==> src/rtl/jsv_pkg.sv <==
// Shared types, constants and helper functions for the JSON structure validator.
`default_nettype none

package jsv_pkg;

  // Nesting limit and the widths that follow from it.
  localparam int MAX_NESTING = 64;
  localparam int DEPTH_W     = $clog2(MAX_NESTING + 1);
  localparam int ADDR_W      = (MAX_NESTING > 1) ? $clog2(MAX_NESTING) : 1;

  // Fixed field widths.
  localparam int TOKEN_W = 4;
  localparam int STATE_W = 5;
  localparam int NEST_W  = 7;
  localparam int ERR_W   = 3;
  localparam int RET_W   = 2;
  localparam int PADDR_W = 4;
  localparam int PDATA_W = 32;

  // Token kinds delivered by the tokenizer.
  typedef enum logic [TOKEN_W-1:0] {
    TK_ARR_OPEN   = 4'd0,
    TK_ARR_CLOSE  = 4'd1,
    TK_OBJ_OPEN   = 4'd2,
    TK_OBJ_CLOSE  = 4'd3,
    TK_COLON      = 4'd4,
    TK_COMMA      = 4'd5,
    TK_STRING     = 4'd6,
    TK_VALUE      = 4'd7,
    TK_EOS        = 4'd8,
    TK_BLOCKSTR   = 4'd9,
    TK_COMMENT    = 4'd10,
    TK_BLKCOMMENT = 4'd11,
    TK_SPACE      = 4'd12,
    TK_NEWLINE    = 4'd13,
    TK_INVALID    = 4'd14
  } tok_t;

  // Grammar position, one-hot. The end-of-array and end-of-object positions
  // are passed through within one beat and never held.
  typedef enum logic [17:0] {
    ST_START_DOC  = 18'h00001,
    ST_VALUE_DOC  = 18'h00002,
    ST_END_DOC    = 18'h00004,
    ST_END_STREAM = 18'h00008,
    ST_START_ARR  = 18'h00010,
    ST_VALUE_ARR  = 18'h00020,
    ST_AFTER_ARR  = 18'h00040,
    ST_COMMA_ARR  = 18'h00080,
    ST_START_OBJ  = 18'h00200,
    ST_KEY        = 18'h00400,
    ST_AFTER_KEY  = 18'h00800,
    ST_COLON      = 18'h01000,
    ST_VALUE_OBJ  = 18'h02000,
    ST_AFTER_OBJ  = 18'h04000,
    ST_COMMA_OBJ  = 18'h08000,
    ST_FATAL      = 18'h20000
  } gstate_t;

  // Dense output codes of the grammar positions.
  localparam logic [STATE_W-1:0] CODE_START_DOC  = 5'd0;
  localparam logic [STATE_W-1:0] CODE_VALUE_DOC  = 5'd1;
  localparam logic [STATE_W-1:0] CODE_END_DOC    = 5'd2;
  localparam logic [STATE_W-1:0] CODE_END_STREAM = 5'd3;
  localparam logic [STATE_W-1:0] CODE_START_ARR  = 5'd4;
  localparam logic [STATE_W-1:0] CODE_VALUE_ARR  = 5'd5;
  localparam logic [STATE_W-1:0] CODE_AFTER_ARR  = 5'd6;
  localparam logic [STATE_W-1:0] CODE_COMMA_ARR  = 5'd7;
  localparam logic [STATE_W-1:0] CODE_START_OBJ  = 5'd9;
  localparam logic [STATE_W-1:0] CODE_KEY        = 5'd10;
  localparam logic [STATE_W-1:0] CODE_AFTER_KEY  = 5'd11;
  localparam logic [STATE_W-1:0] CODE_COLON      = 5'd12;
  localparam logic [STATE_W-1:0] CODE_VALUE_OBJ  = 5'd13;
  localparam logic [STATE_W-1:0] CODE_AFTER_OBJ  = 5'd14;
  localparam logic [STATE_W-1:0] CODE_COMMA_OBJ  = 5'd15;
  localparam logic [STATE_W-1:0] CODE_FATAL      = 5'd17;

  // Error codes reported with each result.
  typedef enum logic [ERR_W-1:0] {
    ERR_OK       = 3'd0,
    ERR_INVALID  = 3'd1,
    ERR_RECOVER  = 3'd2,
    ERR_FATAL    = 3'd3,
    ERR_OVERFLOW = 3'd4
  } err_t;

  // Position to return to when a nested array or object closes.
  typedef enum logic [RET_W-1:0] {
    RET_DOC = 2'd0,
    RET_ARR = 2'd1,
    RET_OBJ = 2'd2
  } ret_t;

  // Configuration register indexes.
  typedef enum logic [1:0] {
    REG_ALLOW_COMMENTS       = 2'd0,
    REG_ALLOW_TRAILING_COMMA = 2'd1,
    REG_ALLOW_BLOCK_STRINGS  = 2'd2,
    REG_ALLOW_VALUES_AS_KEYS = 2'd3
  } reg_idx_t;

  // One result beat.
  typedef struct packed {
    logic [STATE_W-1:0] parse_state;
    logic [NEST_W-1:0]  nest_depth;
    logic [ERR_W-1:0]   error_code;
    logic               document_done;
  } result_t;

  // Maps a one-hot grammar position to its dense output code.
  function automatic logic [STATE_W-1:0] state_code(input gstate_t st);
    logic [STATE_W-1:0] code;
    unique case (st)
      ST_START_DOC:  code = CODE_START_DOC;
      ST_VALUE_DOC:  code = CODE_VALUE_DOC;
      ST_END_DOC:    code = CODE_END_DOC;
      ST_END_STREAM: code = CODE_END_STREAM;
      ST_START_ARR:  code = CODE_START_ARR;
      ST_VALUE_ARR:  code = CODE_VALUE_ARR;
      ST_AFTER_ARR:  code = CODE_AFTER_ARR;
      ST_COMMA_ARR:  code = CODE_COMMA_ARR;
      ST_START_OBJ:  code = CODE_START_OBJ;
      ST_KEY:        code = CODE_KEY;
      ST_AFTER_KEY:  code = CODE_AFTER_KEY;
      ST_COLON:      code = CODE_COLON;
      ST_VALUE_OBJ:  code = CODE_VALUE_OBJ;
      ST_AFTER_OBJ:  code = CODE_AFTER_OBJ;
      ST_COMMA_OBJ:  code = CODE_COMMA_OBJ;
      default:       code = CODE_FATAL;
    endcase
    return code;
  endfunction

endpackage

`default_nettype wire

==> src/rtl/jsv_chan_if.sv <==
// Valid/ready stream interfaces for the token and result channels.
`default_nettype none

interface jsv_tok_if;
  logic                        valid;
  logic                        ready;
  logic [jsv_pkg::TOKEN_W-1:0] token_kind;

  modport source (output valid, output token_kind, input ready);
  modport sink   (input valid, input token_kind, output ready);
endinterface

interface jsv_res_if;
  logic                        valid;
  logic                        ready;
  logic [jsv_pkg::STATE_W-1:0] parse_state;
  logic [jsv_pkg::NEST_W-1:0]  nest_depth;
  logic [jsv_pkg::ERR_W-1:0]   error_code;
  logic                        document_done;

  modport source (output valid, output parse_state, output nest_depth,
                  output error_code, output document_done, input ready);
  modport sink   (input valid, input parse_state, input nest_depth,
                  input error_code, input document_done, output ready);
endinterface

`default_nettype wire

==> src/rtl/jsv_ram.sv <==
// Generic single-write, single-read synchronous RAM with registered read data.
`default_nettype none

module jsv_ram #(
  parameter int WIDTH = 2,
  parameter int DEPTH = 64
) (
  input  wire logic                                     clk,
  input  wire logic                                     we,
  input  wire logic [((DEPTH > 1) ? $clog2(DEPTH) : 1)-1:0] waddr,
  input  wire logic [WIDTH-1:0]                         wdata,
  input  wire logic [((DEPTH > 1) ? $clog2(DEPTH) : 1)-1:0] raddr,
  output logic      [WIDTH-1:0]                         rdata
);

  logic [WIDTH-1:0] mem [DEPTH];

  // Write port and registered read port.
  always_ff @(posedge clk) begin
    if (we) begin
      mem[waddr] <= wdata;
    end
    rdata <= mem[raddr];
  end

endmodule

`default_nettype wire

==> src/rtl/json_structure_validator_top.sv <==
// Top level of the JSON structure validator: grammar rules, nesting stack and result buffer.
//
//  channel  | direction | handshake      | payload
//  ---------+-----------+----------------+------------------------------------------------
//  tok      | in        | valid / ready  | token_kind
//  res      | out       | valid / ready  | parse_state, nest_depth, error_code, document_done
//  APB      | in        | psel / penable | allow_* flags at byte addresses 0, 4, 8, 12
//
// One token is accepted per cycle while tok.ready is high; its result is then registered.
// The top return entry lives in a register and the entries below it in a RAM; the RAM is
// read ahead at the entry under the new top, with a bypass when that entry is
// written at the same edge, so pushes and pops can follow each other in every cycle.
// A two-entry result buffer keeps tok.ready high while one result waits on res.
// Synchronous reset clears the grammar position, the depth, the flags and the buffer;
// the stack RAM needs no clearing.
`default_nettype none

module json_structure_validator_top (
  input  wire logic                            clk,
  input  wire logic                            rst,
  jsv_tok_if.sink                              tok,
  jsv_res_if.source                            res,
  input  wire logic                            psel,
  input  wire logic                            penable,
  input  wire logic                            pwrite,
  input  wire logic [jsv_pkg::PADDR_W-1:0]     paddr,
  input  wire logic [jsv_pkg::PDATA_W-1:0]     pwdata,
  output logic      [jsv_pkg::PDATA_W-1:0]     prdata,
  output logic                                 pready
);

  // Configuration flags.
  logic allow_comments;
  logic allow_trailing_comma;
  logic allow_block_strings;
  logic allow_values_as_keys;

  // Grammar state and stack bookkeeping.
  jsv_pkg::gstate_t              gstate, gstate_next;
  logic [jsv_pkg::DEPTH_W-1:0]   depth, depth_next;
  logic [jsv_pkg::RET_W-1:0]     tos, tos_next;
  logic                          fwd_valid;
  logic [jsv_pkg::RET_W-1:0]     fwd_data;
  logic [jsv_pkg::RET_W-1:0]     ram_rdata;
  logic [jsv_pkg::RET_W-1:0]     below;

  // Result buffer: output register and skid entry.
  logic                          out_valid;
  jsv_pkg::result_t              out_data;
  logic                          skid_valid;
  jsv_pkg::result_t              skid_data;

  // Per-beat decode.
  logic                          accept;
  logic                          push;
  logic                          pop;
  logic                          fatal;
  logic                          overflow;
  jsv_pkg::ret_t                 push_ret;
  jsv_pkg::gstate_t              s;
  jsv_pkg::gstate_t              pop_st;
  logic                          pop_done;
  jsv_pkg::err_t                 err;
  logic                          done;
  logic                          depth_full;
  jsv_pkg::result_t              result;
  logic                          cfg_wr;

  // APB register file.
  assign pready = 1'b1;
  assign cfg_wr = psel && penable && pwrite;

  always_ff @(posedge clk) begin
    if (rst) begin
      allow_comments       <= 1'b0;
      allow_trailing_comma <= 1'b0;
      allow_block_strings  <= 1'b0;
      allow_values_as_keys <= 1'b0;
    end else if (cfg_wr) begin
      unique case (jsv_pkg::reg_idx_t'(paddr[3:2]))
        jsv_pkg::REG_ALLOW_COMMENTS:       allow_comments       <= pwdata[0];
        jsv_pkg::REG_ALLOW_TRAILING_COMMA: allow_trailing_comma <= pwdata[0];
        jsv_pkg::REG_ALLOW_BLOCK_STRINGS:  allow_block_strings  <= pwdata[0];
        jsv_pkg::REG_ALLOW_VALUES_AS_KEYS: allow_values_as_keys <= pwdata[0];
        default:                           allow_comments       <= allow_comments;
      endcase
    end
  end

  always_comb begin
    prdata = '0;
    unique case (jsv_pkg::reg_idx_t'(paddr[3:2]))
      jsv_pkg::REG_ALLOW_COMMENTS:       prdata[0] = allow_comments;
      jsv_pkg::REG_ALLOW_TRAILING_COMMA: prdata[0] = allow_trailing_comma;
      jsv_pkg::REG_ALLOW_BLOCK_STRINGS:  prdata[0] = allow_block_strings;
      jsv_pkg::REG_ALLOW_VALUES_AS_KEYS: prdata[0] = allow_values_as_keys;
      default:                           prdata    = '0;
    endcase
  end

  // Input handshake: a new beat is taken unless both buffer entries are full.
  assign tok.ready = !skid_valid;
  assign accept    = tok.valid && tok.ready;

  // Entry under the top of stack: bypass the RAM when it was written at the last edge.
  assign below      = fwd_valid ? fwd_data : ram_rdata;
  assign depth_full = depth >= jsv_pkg::DEPTH_W'(jsv_pkg::MAX_NESTING);

  // Position reached when the top return entry is popped.
  always_comb begin
    pop_done = 1'b0;
    unique case (jsv_pkg::ret_t'(tos))
      jsv_pkg::RET_ARR: pop_st = jsv_pkg::ST_AFTER_ARR;
      jsv_pkg::RET_OBJ: pop_st = jsv_pkg::ST_AFTER_OBJ;
      default: begin
        pop_st   = jsv_pkg::ST_END_DOC;
        pop_done = 1'b1;
      end
    endcase
  end

  // Grammar rules for one token.
  always_comb begin
    s           = gstate;
    gstate_next = gstate;
    err         = jsv_pkg::ERR_OK;
    done        = 1'b0;
    push        = 1'b0;
    pop         = 1'b0;
    fatal       = 1'b0;
    overflow    = 1'b0;
    push_ret    = jsv_pkg::RET_DOC;
    if (gstate == jsv_pkg::ST_FATAL) begin
      err = jsv_pkg::ERR_FATAL;
    end else begin
      // A scalar document is complete once the next token arrives.
      if (gstate == jsv_pkg::ST_VALUE_DOC) begin
        s = jsv_pkg::ST_END_DOC;
      end
      gstate_next = s;
      unique case (jsv_pkg::tok_t'(tok.token_kind))
        jsv_pkg::TK_ARR_OPEN, jsv_pkg::TK_OBJ_OPEN: begin
          if (s == jsv_pkg::ST_START_DOC) begin
            push_ret = jsv_pkg::RET_DOC;
          end else if (s == jsv_pkg::ST_COLON) begin
            push_ret = jsv_pkg::RET_OBJ;
          end else begin
            push_ret = jsv_pkg::RET_ARR;
          end
          if (s == jsv_pkg::ST_START_DOC || s == jsv_pkg::ST_COLON ||
              s == jsv_pkg::ST_START_ARR || s == jsv_pkg::ST_COMMA_ARR) begin
            if (depth_full) begin
              overflow = 1'b1;
            end else begin
              push        = 1'b1;
              gstate_next = (jsv_pkg::tok_t'(tok.token_kind) == jsv_pkg::TK_ARR_OPEN) ?
                            jsv_pkg::ST_START_ARR : jsv_pkg::ST_START_OBJ;
            end
          end else begin
            fatal = 1'b1;
          end
        end
        jsv_pkg::TK_ARR_CLOSE: begin
          if (s == jsv_pkg::ST_START_ARR || s == jsv_pkg::ST_VALUE_ARR ||
              s == jsv_pkg::ST_AFTER_ARR || s == jsv_pkg::ST_COMMA_ARR) begin
            if (s == jsv_pkg::ST_COMMA_ARR && !allow_trailing_comma) begin
              err = jsv_pkg::ERR_RECOVER;
            end
            if (depth == '0) begin
              fatal = 1'b1;
            end else begin
              pop         = 1'b1;
              gstate_next = pop_st;
              done        = pop_done;
            end
          end else begin
            fatal = 1'b1;
          end
        end
        jsv_pkg::TK_OBJ_CLOSE: begin
          if (s == jsv_pkg::ST_START_OBJ || s == jsv_pkg::ST_VALUE_OBJ ||
              s == jsv_pkg::ST_AFTER_OBJ || s == jsv_pkg::ST_COMMA_OBJ) begin
            if (s == jsv_pkg::ST_COMMA_OBJ && !allow_trailing_comma) begin
              err = jsv_pkg::ERR_RECOVER;
            end
            if (depth == '0) begin
              fatal = 1'b1;
            end else begin
              pop         = 1'b1;
              gstate_next = pop_st;
              done        = pop_done;
            end
          end else begin
            fatal = 1'b1;
          end
        end
        jsv_pkg::TK_COLON: begin
          if (s == jsv_pkg::ST_KEY || s == jsv_pkg::ST_AFTER_KEY) begin
            gstate_next = jsv_pkg::ST_COLON;
          end else if (s == jsv_pkg::ST_START_OBJ || s == jsv_pkg::ST_COMMA_OBJ ||
                       s == jsv_pkg::ST_VALUE_OBJ || s == jsv_pkg::ST_AFTER_OBJ) begin
            gstate_next = jsv_pkg::ST_COLON;
            err         = jsv_pkg::ERR_RECOVER;
          end else begin
            fatal = 1'b1;
          end
        end
        jsv_pkg::TK_COMMA: begin
          if (s == jsv_pkg::ST_VALUE_ARR || s == jsv_pkg::ST_AFTER_ARR) begin
            gstate_next = jsv_pkg::ST_COMMA_ARR;
          end else if (s == jsv_pkg::ST_VALUE_OBJ || s == jsv_pkg::ST_AFTER_OBJ) begin
            gstate_next = jsv_pkg::ST_COMMA_OBJ;
          end else if (s == jsv_pkg::ST_START_ARR || s == jsv_pkg::ST_COMMA_ARR) begin
            gstate_next = jsv_pkg::ST_COMMA_ARR;
            err         = jsv_pkg::ERR_RECOVER;
          end else if (s == jsv_pkg::ST_START_OBJ || s == jsv_pkg::ST_COMMA_OBJ ||
                       s == jsv_pkg::ST_KEY || s == jsv_pkg::ST_AFTER_KEY) begin
            gstate_next = jsv_pkg::ST_COMMA_OBJ;
            err         = jsv_pkg::ERR_RECOVER;
          end else begin
            fatal = 1'b1;
          end
        end
        jsv_pkg::TK_STRING, jsv_pkg::TK_VALUE, jsv_pkg::TK_BLOCKSTR: begin
          if (jsv_pkg::tok_t'(tok.token_kind) == jsv_pkg::TK_BLOCKSTR &&
              !allow_block_strings) begin
            err = jsv_pkg::ERR_INVALID;
          end else if (jsv_pkg::tok_t'(tok.token_kind) != jsv_pkg::TK_BLOCKSTR &&
                       (s == jsv_pkg::ST_START_OBJ || s == jsv_pkg::ST_COMMA_OBJ)) begin
            // Key position; an unquoted key needs its extension.
            gstate_next = jsv_pkg::ST_KEY;
            if (jsv_pkg::tok_t'(tok.token_kind) == jsv_pkg::TK_VALUE &&
                !allow_values_as_keys) begin
              err = jsv_pkg::ERR_RECOVER;
            end
          end else if (jsv_pkg::tok_t'(tok.token_kind) == jsv_pkg::TK_VALUE &&
                       (s == jsv_pkg::ST_VALUE_ARR || s == jsv_pkg::ST_VALUE_OBJ)) begin
            err = jsv_pkg::ERR_RECOVER;
          end else if (s == jsv_pkg::ST_START_DOC) begin
            gstate_next = jsv_pkg::ST_VALUE_DOC;
            done        = 1'b1;
          end else if (s == jsv_pkg::ST_START_ARR || s == jsv_pkg::ST_COMMA_ARR) begin
            gstate_next = jsv_pkg::ST_VALUE_ARR;
          end else if (s == jsv_pkg::ST_COLON) begin
            gstate_next = jsv_pkg::ST_VALUE_OBJ;
          end else if (jsv_pkg::tok_t'(tok.token_kind) == jsv_pkg::TK_VALUE) begin
            fatal = 1'b1;
          end else begin
            err = jsv_pkg::ERR_RECOVER;
          end
        end
        jsv_pkg::TK_EOS: begin
          if (s == jsv_pkg::ST_START_DOC || s == jsv_pkg::ST_END_DOC ||
              s == jsv_pkg::ST_END_STREAM) begin
            gstate_next = jsv_pkg::ST_END_STREAM;
          end else begin
            fatal = 1'b1;
          end
        end
        jsv_pkg::TK_COMMENT, jsv_pkg::TK_BLKCOMMENT,
        jsv_pkg::TK_SPACE, jsv_pkg::TK_NEWLINE: begin
          if ((jsv_pkg::tok_t'(tok.token_kind) == jsv_pkg::TK_COMMENT ||
               jsv_pkg::tok_t'(tok.token_kind) == jsv_pkg::TK_BLKCOMMENT) &&
              !allow_comments) begin
            err = jsv_pkg::ERR_INVALID;
          end else if (s == jsv_pkg::ST_VALUE_ARR) begin
            gstate_next = jsv_pkg::ST_AFTER_ARR;
          end else if (s == jsv_pkg::ST_KEY) begin
            gstate_next = jsv_pkg::ST_AFTER_KEY;
          end else if (s == jsv_pkg::ST_VALUE_OBJ) begin
            gstate_next = jsv_pkg::ST_AFTER_OBJ;
          end
        end
        default: begin
          err = jsv_pkg::ERR_INVALID;
        end
      endcase
      // Grammar violations and overflow end in the sticky error position.
      if (fatal) begin
        gstate_next = jsv_pkg::ST_FATAL;
        err         = jsv_pkg::ERR_FATAL;
      end else if (overflow) begin
        gstate_next = jsv_pkg::ST_FATAL;
        err         = jsv_pkg::ERR_OVERFLOW;
      end
    end
  end

  // Depth and top of stack after an accepted beat.
  always_comb begin
    depth_next = depth;
    tos_next   = tos;
    if (accept && push) begin
      depth_next = depth + jsv_pkg::DEPTH_W'(1);
      tos_next   = push_ret;
    end else if (accept && pop) begin
      depth_next = depth - jsv_pkg::DEPTH_W'(1);
      tos_next   = below;
    end
  end

  // Stack RAM: a push spills the old top below the new one; the read always
  // fetches the entry under the next top.
  jsv_ram #(
    .WIDTH (jsv_pkg::RET_W),
    .DEPTH (jsv_pkg::MAX_NESTING)
  ) u_stack_ram (
    .clk   (clk),
    .we    (accept && push && (depth != '0)),
    .waddr (jsv_pkg::ADDR_W'(depth - jsv_pkg::DEPTH_W'(1))),
    .wdata (tos),
    .raddr (jsv_pkg::ADDR_W'(depth_next - jsv_pkg::DEPTH_W'(2))),
    .rdata (ram_rdata)
  );

  // Grammar and stack registers.
  always_ff @(posedge clk) begin
    if (rst) begin
      gstate    <= jsv_pkg::ST_START_DOC;
      depth     <= '0;
      fwd_valid <= 1'b0;
    end else begin
      if (accept) begin
        gstate <= gstate_next;
      end
      depth     <= depth_next;
      fwd_valid <= accept && push;
    end
  end

  always_ff @(posedge clk) begin
    tos      <= tos_next;
    fwd_data <= tos;
  end

  // Result of the current beat.
  always_comb begin
    result.parse_state   = jsv_pkg::state_code(gstate_next);
    result.nest_depth    = jsv_pkg::NEST_W'(depth_next);
    result.error_code    = err;
    result.document_done = done;
  end

  // Output register with a skid entry behind it.
  always_ff @(posedge clk) begin
    if (rst) begin
      out_valid  <= 1'b0;
      skid_valid <= 1'b0;
    end else begin
      if (out_valid && res.ready) begin
        if (skid_valid) begin
          out_valid  <= 1'b1;
          skid_valid <= accept;
        end else begin
          out_valid  <= accept;
        end
      end else if (!out_valid) begin
        out_valid <= accept;
      end else if (accept) begin
        skid_valid <= 1'b1;
      end
    end
  end

  always_ff @(posedge clk) begin
    if (out_valid && res.ready) begin
      if (skid_valid) begin
        out_data <= skid_data;
        if (accept) begin
          skid_data <= result;
        end
      end else if (accept) begin
        out_data <= result;
      end
    end else if (!out_valid) begin
      if (accept) begin
        out_data <= result;
      end
    end else if (accept) begin
      skid_data <= result;
    end
  end

  assign res.valid         = out_valid;
  assign res.parse_state   = out_data.parse_state;
  assign res.nest_depth    = out_data.nest_depth;
  assign res.error_code    = out_data.error_code;
  assign res.document_done = out_data.document_done;

  // The stack never holds more than the nesting limit.
  a_depth_limit: assert property (@(posedge clk) disable iff (rst)
    depth <= jsv_pkg::DEPTH_W'(jsv_pkg::MAX_NESTING))
    else $error("nesting depth beyond limit");

  // The unrecoverable position is left only by reset.
  a_fatal_sticky: assert property (@(posedge clk) disable iff (rst)
    gstate == jsv_pkg::ST_FATAL |=> gstate == jsv_pkg::ST_FATAL)
    else $error("left the unrecoverable position");

  // The skid entry is only filled behind a waiting output register.
  a_skid_order: assert property (@(posedge clk) disable iff (rst)
    skid_valid |-> out_valid)
    else $error("skid entry valid with empty output register");

  // An accepted open token that pushes raises the depth by one.
  a_push_depth: assert property (@(posedge clk) disable iff (rst)
    accept && push |=> depth == $past(depth) + jsv_pkg::DEPTH_W'(1))
    else $error("push did not raise the depth");

endmodule

`default_nettype wire

==> src/flat_wrapper.sv <==
// flat-port wrapper written by rule: the top's interface ports become plain ports
module json_structure_validator_top_flat 
  (clk, rst, psel, penable, pwrite, paddr, pwdata, prdata, pready, tok_valid, tok_token_kind, tok_ready, res_valid, res_parse_state, res_nest_depth, res_error_code, res_document_done, res_ready);
  jsv_tok_if tok_i ();
  jsv_res_if res_i ();
  input  wire logic clk;
  input  wire logic rst;
  input  wire logic psel;
  input  wire logic penable;
  input  wire logic pwrite;
  input  wire logic [jsv_pkg::PADDR_W-1:0] paddr;
  input  wire logic [jsv_pkg::PDATA_W-1:0] pwdata;
  output logic      [jsv_pkg::PDATA_W-1:0] prdata;
  output logic pready;
  input wire logic [$bits(tok_i.valid)-1:0] tok_valid;
  input wire logic [$bits(tok_i.token_kind)-1:0] tok_token_kind;
  output wire logic [$bits(tok_i.ready)-1:0] tok_ready;
  output wire logic [$bits(res_i.valid)-1:0] res_valid;
  output wire logic [$bits(res_i.parse_state)-1:0] res_parse_state;
  output wire logic [$bits(res_i.nest_depth)-1:0] res_nest_depth;
  output wire logic [$bits(res_i.error_code)-1:0] res_error_code;
  output wire logic [$bits(res_i.document_done)-1:0] res_document_done;
  input wire logic [$bits(res_i.ready)-1:0] res_ready;
  assign tok_i.valid = tok_valid;
  assign tok_i.token_kind = tok_token_kind;
  assign tok_ready = tok_i.ready;
  assign res_valid = res_i.valid;
  assign res_parse_state = res_i.parse_state;
  assign res_nest_depth = res_i.nest_depth;
  assign res_error_code = res_i.error_code;
  assign res_document_done = res_i.document_done;
  assign res_i.ready = res_ready;
  json_structure_validator_top u_core (.clk(clk), .rst(rst), .tok(tok_i), .res(res_i), .psel(psel), .penable(penable), .pwrite(pwrite), .paddr(paddr), .pwdata(pwdata), .prdata(prdata), .pready(pready));
endmodule
==> config.mk <==
export PLATFORM = sky130hd
export DESIGN_NAME = json_structure_validator_top_flat
export DESIGN_NICKNAME = d
export VERILOG_FILES = /design/src/rtl/jsv_pkg.sv /design/src/rtl/jsv_chan_if.sv /design/src/rtl/jsv_ram.sv /design/src/rtl/json_structure_validator_top.sv /design/src/flat_wrapper.sv
export SDC_FILE = /design/constraint.sdc
export NUM_CORES = 1
export LEC_CHECK = 0
export BUFFER_PORTS_ARGS = -buffer_cell sky130_fd_sc_hd__buf_2
export CORE_ASPECT_RATIO = 0.9
export CORE_MARGIN = 10
export CORE_UTILIZATION = 54
export CTS_CLUSTER_DIAMETER = 80
export CTS_CLUSTER_SIZE = 12
export DETAILED_ROUTE_END_ITERATION = 7
export PLACE_DENSITY = 0.76
export REMOVE_ABC_BUFFERS = 1
export SLEW_MARGIN = 20
export SYNTH_ARGS = -nofsm -noshare
export SYNTH_HDL_FRONTEND = slang
export SYNTH_SLANG_ARGS = --single-unit
==> constraint.sdc <==
create_clock -name clk -period 4.2 [get_ports clk]
set_input_delay 0.42 -clock clk [delete_from_list [all_inputs] [get_ports clk]]
set_output_delay 0.42 -clock clk [all_outputs]
set_load 0.03 [all_outputs]
==> Yosys cells after proc, flatten, opt, wreduce, memory -nomap -nowiden <==
Memories as Yosys holds them, arrays and structs flattened. A register that Yosys moved wholly into a read port is not among the register bits.
Index checks and enable logic that the tools add are counted.
{ "word_totals": {"memories": 1, "input_bits": 47, "word_cells": 259, "ramBits": 128, "register_bits": 68, "out_inout_bits": 51} }
{ "memory_table": {"columns": ["name", "depth", "word_bits", "rd", "rd_clocked_by_memory_dff", "wr", "line", "rtl"], "rows": [
  ["u_core.u_stack_ram.mem", 64, 2, 1, 1, 1, "jsv_ram.sv:16", "logic [WIDTH-1:0] mem [DEPTH];"]
]} }
{ "classes": {"n_lt_le_gt_ge": 1, "reduce_logical": 59, "add_sub_neg": 3, "eq_ne": 52, "muxes": 124} }
{ "ops": {"columns": ["cell", "count"], "rows": [
  ["18-bit 2-to-1 mux", 27],
  ["18-bit one-hot mux with 8 select lines", 1],
  ["16-bit 2-to-1 mux", 8],
  ["5-bit one-hot mux with 15 select lines", 1],
  ["1-bit 2-to-1 mux", 50],
  ["3-bit 2-to-1 mux", 15],
  ["18-bit by 1-bit equality test with 1-bit output (second input constant)", 2],
  ["18-bit by 10-bit equality test with 1-bit output (second input constant)", 2],
  ["18-bit by 11-bit equality test with 1-bit output (second input constant)", 2],
  ["18-bit by 12-bit equality test with 1-bit output (second input constant)", 2],
  ["18-bit by 13-bit equality test with 1-bit output (second input constant)", 2],
  ["18-bit by 14-bit equality test with 1-bit output (second input constant)", 2],
  ["18-bit by 15-bit equality test with 1-bit output (second input constant)", 2],
  ["18-bit by 16-bit equality test with 1-bit output (second input constant)", 2],
  ["18-bit by 2-bit equality test with 1-bit output (second input constant)", 2],
  ["18-bit by 3-bit equality test with 1-bit output (second input constant)", 2],
  ["18-bit by 4-bit equality test with 1-bit output (second input constant)", 2],
  ["18-bit by 5-bit equality test with 1-bit output (second input constant)", 2],
  ["18-bit by 6-bit equality test with 1-bit output (second input constant)", 2],
  ["18-bit by 7-bit equality test with 1-bit output (second input constant)", 2],
  ["18-bit by 8-bit equality test with 1-bit output (second input constant)", 2],
  ["15-bit one-hot mux with 2 select lines", 1],
  ["2-bit 2-to-1 mux", 13],
  ["4-bit equality test (second input constant)", 6],
  ["other kinds (32)", 87]
]} }

==> Longest topological paths before layout <==
{ "depth": {"depth_word": 20, "ltp_mapped": 20, "depth_no_buf": 15} }

==> Cells and area by module <==
Synthesis repeated with hierarchy kept, for this count alone.
{ "unflattened": {"cells_unflattened": 962, "hier_area_um2": 10876.7} }
{ "by_module_without_submodules": {"columns": ["module", "cells_per_inst", "n_inst", "seq_area_each_um2", "area_per_inst_um2"], "rows": [
  ["jsv_ram", 315, 1, 3883.7, 5489.0],
  ["json_structure_validator_top", 647, 1, 1701.6, 5387.7]
]} }

==> Least setup slack after synthesis <==
OpenSTA, ideal clock, no wires.
{ "synth_path": {"path_type": "register -> register", "startpoint": "register u_core.gstate[9]", "endpoint": "register u_core.u_stack_ram.rdata[0], read port of u_core.u_stack_ram.mem", "arrival_ns": 4.569, "required_time_ns": 4.138, "path_slack_ns": -0.431, "path_buffers": 6, "synth_period_minus_slack_ns": 4.631, "stages_incl_launch_ff": 21, "cell_sequence": "dfxtp_1 buf_4 nor4_4 nand4_1 o22a_1 or4_1 buf_2 mux2_2 a21o_1 buf_4 inv_2 buf_6 buf_4 ha_1 xnor2_1 clkbuf_1 mux4_2 mux2_2 a22oi_1 nand3_1 nand3_1"} }
{ "synth_via": {"elab_chain_len": 14} }
{ "synth_rtl": {"columns": ["element", "line", "rtl"], "rows": [
  ["from (decl)", "json_structure_validator_top.sv:39", "jsv_pkg::gstate_t gstate, gstate_next;"],
  ["from (signal assigned)", "json_structure_validator_top.sv:319", "gstate <= jsv_pkg::ST_START_DOC;"],
  ["from (signal assigned)", "json_structure_validator_top.sv:324", "gstate <= gstate_next;"],
  ["18-bit by 2-bit equality test with 1-bit output", "json_structure_validator_top.sv:137", "if (gstate == jsv_pkg::ST_VALUE_DOC) begin"],
  ["18-bit 2-to-1 mux", "json_structure_validator_top.sv:137", null],
  ["18-bit 2-to-1 mux", "json_structure_validator_top.sv:133", "if (gstate == jsv_pkg::ST_FATAL) begin"],
  ["18-bit by 10-bit equality test with 1-bit output, or another cell as far along", "json_structure_validator_top.sv:181", "if (s == jsv_pkg::ST_START_OBJ || s == jsv_pkg::ST_VALUE_OBJ ||"],
  ["1-bit logical OR, on equally long branches (2 in series)", "json_structure_validator_top.sv:181, json_structure_validator_top.sv:164", null],
  ["1-bit logical OR, on equally long branches", "json_structure_validator_top.sv:182, json_structure_validator_top.sv:165", null],
  ["1-bit 2-to-1 mux, on equally long branches", "json_structure_validator_top.sv:181, json_structure_validator_top.sv:164", null],
  ["1-bit one-hot mux with 2 select lines", "json_structure_validator_top.sv:141", "unique case (jsv_pkg::tok_t'(tok.token_kind))"],
  ["1-bit 2-to-1 mux", "json_structure_validator_top.sv:133", null],
  ["1-bit logical AND", "json_structure_validator_top.sv:296", "end else if (accept && pop) begin"],
  ["7-bit 2-to-1 mux", "json_structure_validator_top.sv:296", null],
  ["7-bit 2-to-1 mux *", "json_structure_validator_top.sv:293", "if (accept && push) begin"],
  ["6-bit by 2-bit subtractor with 6-bit output *", "json_structure_validator_top.sv:312", ".raddr (jsv_pkg::ADDR_W'(depth_next - jsv_pkg::DEPTH_W'(2))),"],
  ["to (decl)", "jsv_ram.sv:13", "output logic [WIDTH-1:0] rdata"]
]} }
Mark *: on every way between the ends. The rest lies on a longest branch, timed or not. The select of a mux whose other input is x is not followed.
A chain may end at the register's enable or synchronous reset.

==> Worst setup path in the final report <==
{ "layout_path": {"startpoint": "register u_core.gstate[11]", "endpoint": "register u_core.out_data (netlist bit u_core.res.parse_state[0]), data pin"} }
{ "layout_via": {"elab_chain_len": 20} }
{ "layout_rtl": {"columns": ["element", "line", "rtl"], "rows": [
  ["18-bit by 2-bit equality test with 1-bit output", "json_structure_validator_top.sv:137", null],
  ["18-bit 2-to-1 mux", "json_structure_validator_top.sv:137", null],
  ["18-bit 2-to-1 mux", "json_structure_validator_top.sv:133", null],
  ["18-bit by 10-bit equality test with 1-bit output / 18-bit by 16-bit equality test with 1-bit output (equally long branches)", null, null],
  ["1-bit logical OR", "json_structure_validator_top.sv:200, json_structure_validator_top.sv:216, json_structure_validator_top.sv:229", null],
  ["1-bit logical OR", "json_structure_validator_top.sv:216", "end else if (s == jsv_pkg::ST_START_OBJ || s == jsv_pkg::ST_COMMA_OBJ ||"],
  ["1-bit logical OR", "json_structure_validator_top.sv:217", "s == jsv_pkg::ST_KEY || s == jsv_pkg::ST_AFTER_KEY) begin"],
  ["18-bit 2-to-1 mux / 1-bit 2-to-1 mux (equally long branches)", "json_structure_validator_top.sv:216", null],
  ["[4 not listed]", null, null],
  ["18-bit 2-to-1 mux / 1-bit 2-to-1 mux (equally long branches)", "json_structure_validator_top.sv:282, json_structure_validator_top.sv:133", null],
  ["18-bit 2-to-1 mux", "json_structure_validator_top.sv:279", "if (fatal) begin"],
  ["18-bit 2-to-1 mux *", "json_structure_validator_top.sv:133", null],
  ["18-bit by 16-bit equality test with 1-bit output, or another cell as far along", "jsv_pkg.sv:113", "unique case (st)"],
  ["5-bit one-hot mux with 15 select lines *", "jsv_pkg.sv:113", null],
  ["16-bit 2-to-1 mux *", "json_structure_validator_top.sv:372, json_structure_validator_top.sv:376", null],
  ["16-bit 2-to-1 mux, on equally long branches", "json_structure_validator_top.sv:375, json_structure_validator_top.sv:367", null],
  ["16-bit 2-to-1 mux *", "json_structure_validator_top.sv:366", "if (out_valid && res.ready) begin"],
  ["to (signal assigned)", "json_structure_validator_top.sv:368", "out_data <= skid_data;"],
  ["to (signal assigned)", "json_structure_validator_top.sv:373", "out_data <= result;"],
  ["to (signal assigned)", "json_structure_validator_top.sv:377", "out_data <= result;"],
  ["to (decl)", "json_structure_validator_top.sv:49", "jsv_pkg::result_t out_data;"]
]} }
Marked as above.

==> impl_metrics.ini <==
[synthesis]
synthArstFlopShare_pct = 0
ys.flop_type = edfxtp_1
synth-edff-count = 162
ys_types = 84
synth_seq_cells = 198
syn_area_mm2 = 0.0109
yosysWarnings = 0
syn_area_per_cell_um2 = 10.9
synthCells = 1005
ys_seq_area_share_pct = 51.1

[die]
fp.dieW_um = 170
boundaryPins = 98
rows = 49
start_util_pct = 54.8
fp.coreArea_mm2 = 0.0199
die_h_um = 155
die_area_mm2 = 0.0263

[place]
numPortBuffers = 32
placed_cells = 1356
place.gp.congestion = 1.03
post-dp-hpwl_um = 20700

[layout]
antennaDiodeCount = 0
fin_nets = 1188
stdcell_count = 1403
drive_above_1_share_pct = 22.8
area_growth_pct = 17.5
post-route-util_pct = 64.4

[worst_hold_path]
hold_path_class = in2reg

[global_routing]
grt_pass1_vias = 8235
grt_max_degree = 66
grt-ovfl-total = 0
grt_util_all_layers_pct = 21.9
grt_pass1_wl_um = 45400
grt_antenna_before_repair = 0

[worst_setup_path]
path_class = reg2reg
endpoint_kind = flop
path_max_fanout = 5
cp-start-kind = flop
crit_arrival_ns = 4.43
cp_data_required_time_ns = 4.51

[job]
drv_cap = 0

[pwr]
p_leak_nw = 4.78
p_int_mw = 3.34
pwr-share-comb_pct = 14.4
powerDensity_mw_per_mm2 = 362
netSwitchingFraction_pct = 28.2
seqPwrFrac_pct = 46.7
p_sw_mw = 1.31
vdd_drop_max_v = 0.000191
pwr-share-clk_pct = 38.9

[run_status]
status = finished clean

[cts]
cts-buffers-inserted = 17
clkTransAtPathRegs_ns = 0.08
postCtsHoldBufs = 0
root_buffer = clkbuf_16
cts.sinks = 198
cts_buffer_depth = 2
h-tree-depth = 4
insertion_delay_ns = 0.45
cts_tree = done

[drt]
drt_pass1_iterations = 6
drc = 0
viasPerCell = 6.18
routed_wirelength_um = 29300
vias = 8674
drt-initial-drc-count = 1045
ant_nets = 0
wl_per_cell_um = 20.9

[timing]
fmax_mhz = 243
skew_ns = 0.0131
relSlewSlack_pct = 31.8
timing.final.crit_share_pct = 98.0
worst_pin_slew_ns = 1.02
min_period_ns = 4.12
setup_viol = 0
hold_viol = 0
slew_violations = 0
cell type report:
class	instances	area, um2
clock buffer	17	425
clock inverter	15	234
fill	1543	7090
inverter	22	82.6
multi-input combinational	731	4990
sequential	198	5590
tap	255	319
timing repair buffer	165	1200
metrics by stage:
stage / hold slack (ns) / total power [mW] / setup slack (ns) / TNS, ns / cell area [um2]
2_1_floorplan: 0.440 / 2.60 / -1.94 / -6.96 / 10500
3_3_place_gp: 0.481 / 2.82 / 0.0361 / 0 / 12000
3_5_place_dp: 0.482 / 2.83 / -0.0357 / -0.0469 / 12000
4_1_cts: 0.166 / 4.61 / 0.00730 / 0 / 12600
5_1_grt: 0.182 / 4.78 / -0.126 / -0.328 / 12800
6_report: 0.176 / 4.65 / 0.0839 / 0 / 12800
worst paths after layout:
kind	startpoint	endpoint	slack, ns	cells after the start
min	res_ready	u_core.skid_valid	0.18	2
min reg2reg	u_core.allow_trailing_comma	u_core.allow_trailing_comma	0.50	2
max	u_core.gstate[11]	u_core.res.parse_state[0]	0.08	13
max reg2reg	u_core.gstate[11]	u_core.res.parse_state[0]	0.08	13
per-layer routing:
metal	part of all wire [%]	vias up	GRT usage (%)
li1	-	3973	-
met1	44	4172	31.5
met4	1.8	0	6.14
met3	11	59	5.08
met2	44	470	32.4
met5	0	-	0
cell usage after synthesis (6+ instances only):
library cell	n	share of area (%)
a211oi_1	12	0.82
a21o_1	8	0.55
a21oi_1	32	1.5
a22oi_1	16	1.1
a31oi_1	14	0.80
and2_1	10	0.57
and3_1	10	0.57
buf_2	15	0.69
buf_4	38	2.6
clkbuf_1	25	0.86
dfxtp_1	36	6.6
edfxtp_1	162	45
ha_1	6	0.69
inv_1	21	0.72
mux2_2	8	0.82
mux2i_1	88	8.1
mux4_2	11	2.3
nand2_1	72	2.5
nand2b_1	8	0.46
nand3_1	31	1.4
nand4_1	10	0.57
nor2_1	133	4.6
nor2b_1	10	0.57
nor3_1	27	1.2
nor3b_1	6	0.41
nor4_1	9	0.52
o211ai_1	13	0.89
o21ai_0	32	1.5
o31ai_1	6	0.41
or3_1	6	0.34
xnor2_1	13	1.0
xor2_1	12	0.96
repair_timing:
| item | CTS | global route |
|---|---|---|
| endpoints found under the hold margin | 0 | 0 |
| resized for setup | 1 | 20 |
| cloned | 0 | 0 |
| setup buffers | 0 | 15 |
| endpoints found under the setup margin | 3 | 8 |
| pin swaps | 0 | 12 |
critical path: stages, from the launching register on:
cell	delay [ns]
dfxtp_1	0.34
nor4_4	0.44
nand4_1	0.22
buf_4	0.19
o22ai_4	0.22
a211oi_2	0.14
or4b_4	0.59
o31a_1	0.32
or2_1	0.26
or3_1	0.36
or4_1	0.49
a21o_1	0.17
o31ai_1	0.08
o31a_1	0.16
power by group through the flow:
stage               Combinational, mW  Clock, mW  Sequential (mW)
floorplan                       0.334          0             2.27
global placement                0.609          0             2.21
detailed placement              0.617          0             2.21
CTS                             0.622       1.81             2.17
global route                    0.714       1.89             2.18
finish                          0.671       1.81             2.17
placed cells by master (no fill, tap or decap), types with 11 or more instances in the layout:
cell and n:
edfxtp_1 162, nor2_1 132, buf_4 130, mux2i_1 88
nand2_1 72, dfxtp_1 36, conb_1 32, buf_2 32
nand3_1 31, a21oi_1 30, o21ai_0 30, nor3_1 25
inv_1 21, clkbuf_16 17, a22oi_1 16, a31oi_1 14
o211ai_1 13, xor2_1 12, xnor2_1 11, a211oi_1 11
mux4_2 11
sequential cells by signal, indices dropped and copies added (netlist names):
register,count
u_core.res.parse_state,5
u_core.allow_values_as_keys,1
u_core.gstate,18
u_core.u_stack_ram.mem,128
u_core.allow_comments,1
u_core.fwd_data,2
u_core.allow_trailing_comma,1
u_core.tos,2
u_core.depth,7
u_core.res.document_done,1
u_core.allow_block_strings,1
u_core.u_stack_ram.rdata,2
u_core.fwd_valid,1
u_core.res.error_code,3
u_core.skid_valid,1
u_core.res.valid,1
u_core.res.nest_depth,7
u_core.skid_data,16
kinds of logic after synthesis:
kind of cell / share of synthesized area, %
simple gates: 17.4
flops: 51.1
compound gates: 12.1
mux: 11.2
buf+inv: 5.33
xor+xnor: 2.15
fa+ha+maj: 0.687
other cells: 0.0688
Note: power is estimated with default switching activity, not from simulation.
